<file path="src/rtl/pidaw_pkg.sv">
// Shared constants, operation codes and controller/datapath types for the PID core.
package pidaw_pkg;

	localparam int WORD_W    = 32;
	localparam int FRAC_W    = 16;
	localparam int DT_W      = 16;
	localparam int DT_FRAC   = 16;
	localparam int ACC_W     = 64;
	localparam int PROD_W    = 2 * WORD_W;
	localparam int WIDE_W    = PROD_W + WORD_W;
	localparam int MAG_W     = WIDE_W - FRAC_W;
	localparam int DIV_W     = WORD_W + FRAC_W;
	localparam int DIV_CNT_W = $clog2(DIV_W + 1);
	localparam int CFG_IDX_W = 3;
	localparam int OP_W      = 5;

	localparam logic [CFG_IDX_W-1:0] CFG_GAIN_P     = 3'd0;
	localparam logic [CFG_IDX_W-1:0] CFG_GAIN_I     = 3'd1;
	localparam logic [CFG_IDX_W-1:0] CFG_GAIN_D     = 3'd2;
	localparam logic [CFG_IDX_W-1:0] CFG_LIMIT_LOW  = 3'd3;
	localparam logic [CFG_IDX_W-1:0] CFG_LIMIT_HIGH = 3'd4;

	localparam logic [OP_W-1:0] OP_NONE   = 5'd0;
	localparam logic [OP_W-1:0] OP_LOAD   = 5'd1;
	localparam logic [OP_W-1:0] OP_CLEAR  = 5'd2;
	localparam logic [OP_W-1:0] OP_ERR    = 5'd3;
	localparam logic [OP_W-1:0] OP_MUL_P  = 5'd4;
	localparam logic [OP_W-1:0] OP_P      = 5'd5;
	localparam logic [OP_W-1:0] OP_MUL_E  = 5'd6;
	localparam logic [OP_W-1:0] OP_ACC    = 5'd7;
	localparam logic [OP_W-1:0] OP_MUL_IL = 5'd8;
	localparam logic [OP_W-1:0] OP_MUL_IH = 5'd9;
	localparam logic [OP_W-1:0] OP_IRAW   = 5'd10;
	localparam logic [OP_W-1:0] OP_ICLAMP = 5'd11;
	localparam logic [OP_W-1:0] OP_DIV    = 5'd12;
	localparam logic [OP_W-1:0] OP_BC_WB  = 5'd13;
	localparam logic [OP_W-1:0] OP_DIFF   = 5'd14;
	localparam logic [OP_W-1:0] OP_MUL_D  = 5'd15;
	localparam logic [OP_W-1:0] OP_T      = 5'd16;
	localparam logic [OP_W-1:0] OP_DLOAD  = 5'd17;
	localparam logic [OP_W-1:0] OP_D      = 5'd18;
	localparam logic [OP_W-1:0] OP_SUM    = 5'd19;
	localparam logic [OP_W-1:0] OP_SKIP   = 5'd20;

	typedef struct packed {
		logic [OP_W-1:0] op;
	} dp_cmd_t;

	typedef struct packed {
		logic clear_req;
		logic dt_zero;
		logic bc_need;
		logic div_done;
	} dp_stat_t;

endpackage

</file>
<file path="src/rtl/pidaw_ctrl.sv">
// Controller: sequences datapath operations for one beat at a time.
module pidaw_ctrl
	import pidaw_pkg::*;
(
	input  logic     clk,
	input  logic     arst_n,
	input  logic     in_valid,
	output logic     in_ready,
	output logic     out_valid,
	input  logic     out_ready,
	input  dp_stat_t stat,
	output dp_cmd_t  cmd
);

	localparam logic [4:0] ST_IDLE   = 5'd0;
	localparam logic [4:0] ST_DECODE = 5'd1;
	localparam logic [4:0] ST_ERR    = 5'd2;
	localparam logic [4:0] ST_MULP   = 5'd3;
	localparam logic [4:0] ST_P      = 5'd4;
	localparam logic [4:0] ST_MULE   = 5'd5;
	localparam logic [4:0] ST_ACC    = 5'd6;
	localparam logic [4:0] ST_MULIL  = 5'd7;
	localparam logic [4:0] ST_MULIH  = 5'd8;
	localparam logic [4:0] ST_IRAW   = 5'd9;
	localparam logic [4:0] ST_ICLAMP = 5'd10;
	localparam logic [4:0] ST_BCHK   = 5'd11;
	localparam logic [4:0] ST_BDIV   = 5'd12;
	localparam logic [4:0] ST_BCWB   = 5'd13;
	localparam logic [4:0] ST_DIFF   = 5'd14;
	localparam logic [4:0] ST_MULD   = 5'd15;
	localparam logic [4:0] ST_T      = 5'd16;
	localparam logic [4:0] ST_DLOAD  = 5'd17;
	localparam logic [4:0] ST_DDIV   = 5'd18;
	localparam logic [4:0] ST_D      = 5'd19;
	localparam logic [4:0] ST_SUM    = 5'd20;
	localparam logic [4:0] ST_SKIP   = 5'd21;

	logic [4:0] state_q, state_d;
	logic       out_valid_q;
	logic       out_load;
	logic       out_free;

	assign in_ready = state_q == ST_IDLE;
	assign out_free = !out_valid_q || out_ready;

	always_comb begin
		state_d  = state_q;
		cmd.op   = OP_NONE;
		out_load = 1'b0;
		unique case (state_q)
			ST_IDLE: begin
				if (in_valid) begin
					cmd.op  = OP_LOAD;
					state_d = ST_DECODE;
				end
			end
			ST_DECODE: begin
				if (stat.clear_req) begin
					cmd.op  = OP_CLEAR;
					state_d = ST_IDLE;
				end else if (stat.dt_zero) begin
					state_d = ST_SKIP;
				end else begin
					state_d = ST_ERR;
				end
			end
			ST_ERR:    begin cmd.op = OP_ERR;    state_d = ST_MULP;   end
			ST_MULP:   begin cmd.op = OP_MUL_P;  state_d = ST_P;      end
			ST_P:      begin cmd.op = OP_P;      state_d = ST_MULE;   end
			ST_MULE:   begin cmd.op = OP_MUL_E;  state_d = ST_ACC;    end
			ST_ACC:    begin cmd.op = OP_ACC;    state_d = ST_MULIL;  end
			ST_MULIL:  begin cmd.op = OP_MUL_IL; state_d = ST_MULIH;  end
			ST_MULIH:  begin cmd.op = OP_MUL_IH; state_d = ST_IRAW;   end
			ST_IRAW:   begin cmd.op = OP_IRAW;   state_d = ST_ICLAMP; end
			ST_ICLAMP: begin cmd.op = OP_ICLAMP; state_d = ST_BCHK;   end
			ST_BCHK: begin
				state_d = stat.bc_need ? ST_BDIV : ST_DIFF;
			end
			ST_BDIV: begin
				if (stat.div_done) state_d = ST_BCWB;
				else cmd.op = OP_DIV;
			end
			ST_BCWB:   begin cmd.op = OP_BC_WB;  state_d = ST_DIFF;   end
			ST_DIFF:   begin cmd.op = OP_DIFF;   state_d = ST_MULD;   end
			ST_MULD:   begin cmd.op = OP_MUL_D;  state_d = ST_T;      end
			ST_T:      begin cmd.op = OP_T;      state_d = ST_DLOAD;  end
			ST_DLOAD:  begin cmd.op = OP_DLOAD;  state_d = ST_DDIV;   end
			ST_DDIV: begin
				if (stat.div_done) state_d = ST_D;
				else cmd.op = OP_DIV;
			end
			ST_D:      begin cmd.op = OP_D;      state_d = ST_SUM;    end
			ST_SUM: begin
				if (out_free) begin
					cmd.op   = OP_SUM;
					out_load = 1'b1;
					state_d  = ST_IDLE;
				end
			end
			ST_SKIP: begin
				if (out_free) begin
					cmd.op   = OP_SKIP;
					out_load = 1'b1;
					state_d  = ST_IDLE;
				end
			end
			default: state_d = ST_IDLE;
		endcase
	end

	always_ff @(posedge clk or negedge arst_n) begin
		if (!arst_n) begin
			state_q     <= ST_IDLE;
			out_valid_q <= 1'b0;
		end else begin
			state_q <= state_d;
			if (out_load) out_valid_q <= 1'b1;
			else if (out_ready) out_valid_q <= 1'b0;
		end
	end

	assign out_valid = out_valid_q;

endmodule

</file>
<file path="config.mk">
export PLATFORM = sky130hd
export DESIGN_NAME = pidaw_ctrl
export DESIGN_NICKNAME = d
export VERILOG_FILES = /design/src/rtl/pidaw_pkg.sv /design/src/rtl/pidaw_ctrl.sv
export SDC_FILE = /design/constraint.sdc
export NUM_CORES = 1
export LEC_CHECK = 0
export BUFFER_PORTS_ARGS = -buffer_cell sky130_fd_sc_hd__buf_2
export CORE_AREA = 2 2 39 41
export DETAILED_ROUTE_END_ITERATION = 8
export DIE_AREA = 0 0 41 43
export PLACE_DENSITY = 0.76
export SLEW_MARGIN = 10
export SYNTH_ARGS = -nofsm -noshare
export SYNTH_HDL_FRONTEND = slang
export SYNTH_SLANG_ARGS = --single-unit
export TNS_END_PERCENT = 10
</file>
<file path="constraint.sdc">
create_clock -name clk -period 1.9 [get_ports clk]
set_input_delay 0.095 -clock clk [delete_from_list [all_inputs] [get_ports clk]]
set_output_delay 0.095 -clock clk [all_outputs]
set_load 0.01 [all_outputs]
</file>
* After elaboration in Yosys (flattened, before gate mapping)
Index checks and enable logic that the tools add are counted.
** Word-level totals
- Register bits :: 6
** Operators by class
- Equal/unequal tests :: 25
- Multiplexer cells :: 18
- Reduce and logical (&&, ||, !) cells :: 7
** Operators by type and width (count)
- case mux 5 bit (21 select lines) :: 1
- case mux 5 bit (20 select lines) :: 1
- equality test 5 x 4 -> 1 bit, second input constant :: 8
- two-way mux 5 bit :: 8
- equality test 5 bit, second input constant :: 6
- equality test 5 x 3 -> 1 bit, second input constant :: 4
- equality test 5 x 2 -> 1 bit, second input constant :: 2
- != test 2 bit, second input constant :: 3
- equality test 5 x 1 -> 1 bit, second input constant :: 1
- zero test 5 bit :: 1
- two-way mux 1 bit :: 5
- two-way mux 2 bit :: 2
- two-way mux 4 bit :: 1
- AND reduction 4 bit :: 1
- OR reduction 2 bit :: 2
- != test 2 x 1 -> 1 bit, second input constant :: 1
- nonzero test 2 bit :: 1
- zero test 1 bit :: 1
- logical OR 1 bit :: 1

* Depth between registers and ports, before layout
- Word-level depth :: 5
- Mapped depth :: 6
- Mapped depth without buffers :: 4

* Worst setup path before layout
No wires, ideal clock.
- Path type :: register -> register
- From :: reg state_q[0]
- To :: reg state_q[0]
- Arrival time :: 1.366 ns
- Data required time :: 1.821 ns
- Slack :: 0.455 ns
- Cell stages (with the launch flop) :: 6
- Path buffers :: 1
- Cell sequence :: dfrtp_1 buf_6 nor2_1 or4b_1 nand4_1 mux2i_1
** Between the ends
- Word-level cells in the longest chain between the ends :: 4
- Elaborated cells on any way between the ends :: 29
- Those cells by class :: eq/ne: 25; mux: 1; reduce/logical: 3
** RTL lines
- start, declared :: line pidaw_ctrl.sv:38 : logic [4:0] state_q, state_d;
- start signal, assigned :: line pidaw_ctrl.sv:116 : state_q <= state_d;
- equality test 5 bit :: line pidaw_ctrl.sv:50 : unique case (state_q)
- OR reduction 2 bit (no source line)
- != test 2 x 1 -> 1 bit (no source line)
- AND reduction 4 bit (no source line)
Several ways; a longest one is shown, not always the timed one.
A chain may end at the register's enable or synchronous reset.

==> impl_metrics.tcl <==
set metrics [dict create \
    status "finished, final reports clean" \
    die_w_um 41 \
    die-area_um2 1760 \
    path_class "flop to output pin" \
    yosys.area_share.simple_pct 33.2 \
    hpwl_um 1160 \
    grt_pass1_vias 649 \
    synth_top_cell_by_area "dfrtp_1" \
    slowest_stage "dfrtp_2" \
    layout_setup_ws_ps 37.7 \
    reg2reg_from "state_q[1]" \
    drcViolationCount 0 \
    r2r-end "state_q[0]" \
    synthMuxAreaShare_pct 1.59 \
    finClkSkew_ps 8.40 \
    cp_common_cell "a2bb2oi_2" \
    grt_setup_unrepaired "yes" \
    postSynthRegisterBits 6 \
    grt_pass1_wl_um 2770 \
    drive_gt1_share_pct 34.3 \
    final_hold_viol_count 0 \
    synth_seq_area_share_pct 23.9 \
    required_ps 1800 \
    pwr_density_cell_nw_per_um2 1760 \
    area_growth_syn_to_layout_pct 25.8 \
    syn-mean-instance-area_um2 7.40 \
    endpoint "cmd[0]" \
    min_period_over_period_pct 98.0 \
    synth_top_family_by_area "simple AND/OR/NAND/NOR gates" \
    cp-end-kind "output pin" \
    finalSetupViolCount 0 \
    numClockSinks 6 \
    max_freq_mhz 537 \
    synth_commonest_cells "nor2_1, o21ai_0, dfrtp_1, buf_2, nand2_1" \
    slew_headroom_pct 75.9 \
    ant_nets 0 \
    synth_cells 85 \
    cp_max_fo 13 \
    routabilityCongestion 0.853 \
    antenna_found_initial 0 \
    yosysWarningCount 0 \
    clkSlewWorstSetupHoldPaths_ps 50 \
    syn_area_um2 629 \
    setup_tns_ps 0 \
    grt_max_degree 17 \
    dp_worst_setup_slack_ps 184 \
    synth_ff_type "dfrtp_1" \
    yosysTopAreaCellShare_pct 23.9 \
    fin_crit_ps 1860 \
    ioPinCount 15 \
    max-cap-violations 0 \
    wirelength_um 1790 \
    synth_cell_types 39 \
    final_util_pct 57.2 \
    synth_nets 93 \
    synthAdderAreaFrac_pct 0 \
    fin_nets 112 \
    cts_root_buf "clkbuf_4" \
    start_util_pct 45.5 \
    ir_drop_mv 0.806 \
    cp.arrival_ps 1770 \
    vias 733 \
    worstHoldPathType "input pin to async pin" \
    crit_chain "or2b_1 -> a2bb2oi_2 -> a2bb2oi_2 -> or3b_1 -> buf_2" \
    cts_buffers 3 \
    drt_iter0_markers 37 \
    clk_latency_ps 250 \
    io_buffers 14 \
    firstDrtPassIters 4 \
    design.core.area_um2 1380 \
    synth_compound_area_share_pct 31.2 \
    total_leakage_power_nw 0.356 \
    critPathLaunch "state_q[0]" \
    hold_slack_ps 194 \
    die_y_um 43 \
    overflow 0 \
    rr_worst_depth 5 \
    wl_per_cell_um 15.2 \
    vias_per_cell 6.21 \
    synth_area_leaders "dfrtp_1, o21ai_0, nor2_1, buf_2, nor2b_1" \
    synth-async-reset-ratio_pct 100 \
    grt.total_usage_pct 22.8 \
    fp-row-count 14 \
    clk_path_buf_depth 2 \
    finalMaxSlewViolations 0 \
    tightest_slew_ps 353 \
    startpoint_type "flop" \
    synth.most_common_cell "nor2_1" \
    synth-edff-count 0 \
    diodes 0 \
    tritoncts "yes" \
    cpPeakStageDelay_ps 480 \
    regToRegSetupSlack_ps 160 \
    synth_xor_xnor_area_share_pct 1.39 \
    h-tree-depth 1 \
]
-- critical path, delay by kind of cell, from the launching register on --
| kind | cells | cell delay, ps |
|---|---|---|
| simple gates | 2 | 580 |
| flops | 1 | 480 |
| compound gates | 2 | 320 |
| buf+inv | 1 | 140 |
-- state kept, by name, indices dropped and copies added, names as in the netlist --
name       count
out_valid      1
state_q        5
-- logic make-up (layout without fill, tap and decap cells) --
kind of cell / Yosys count / in the layout
AND/OR/NAND/NOR: 38 / 38
AO/OA/AOI/OAI: 28 / 28
buffers and inverters: 11 / 28
flip-flops: 6 / 6
XOR/XNOR: 1 / 1
multiplexers: 1 / 1
-- cells in the final DEF (no fill, tap or decap), types with 2 or more instances in the layout --
master / n
nand2b_1: 2
a22oi_1: 3
nand4_1: 2
clkbuf_4: 3
nor2_1: 10
o21ai_0: 8
nand2_1: 4
dfrtp_2: 3
and3_1: 3
o22ai_1: 2
buf_2: 14
nand3_1: 3
dfrtp_1: 3
a2bb2oi_2: 2
a21oi_1: 2
buf_4: 7
inv_1: 3
nor2b_1: 4
-- per-layer routing --
metal	up-vias	wire, um	track usage, %
met5	-	0	0
met4	0	12	6.67
met3	2	97	7.85
met2	27	900	33.1
met1	349	783	30.9
li1	355	-	-
-- through the flow --
step	instance area, um^2	cells	power [W]
4_1_cts	728	113	0.00127
3_3_place_gp	691	109	0.00111
5_1_grt	792	118	0.00153
6_report	792	118	0.00140
2_1_floorplan	629	85	0.000929
3_5_place_dp	691	109	0.00113
-- how the worst min path moves through the flow --
stage,start,endpoint,slack (ps),depth (start not counted)
4_1_cts,arst_n,out_valid,190,2
3_3_place_gp,arst_n,state_q[3],-80,1
6_report,arst_n,out_valid,190,2
2_1_floorplan,arst_n,out_valid,-200,0
5_1_grt,arst_n,out_valid,200,2
3_5_place_dp,arst_n,state_q[2],-80,1
-- power by group --
part	total [W]	internal, W	switching [W]
Clock	0.000117	0.0000714	0.0000455
Sequential	0.000336	0.000191	0.000145
Combinational	0.000944	0.000445	0.000499
-- repair_timing --
action / CTS / global route
setup buffers: 0 / 5
endpoints found under the hold margin: 6 / 0
setup endpoints to repair: 3 / 4
cloned: 0 / 0
gates resized for setup: 4 / 6
hold buffers: 1 / 0
-- final cells by class --
class	count	area, um^2
Timing Repair Buffer	22	133
Clock buffer	3	22.5
Sequential cell	6	154
Multi-Input combinational cell	68	452
Fill cell	124	592
Inverter	3	11.3
Tap cell	16	20.0
No activity file was read; power rests on OpenSTA's default activity.
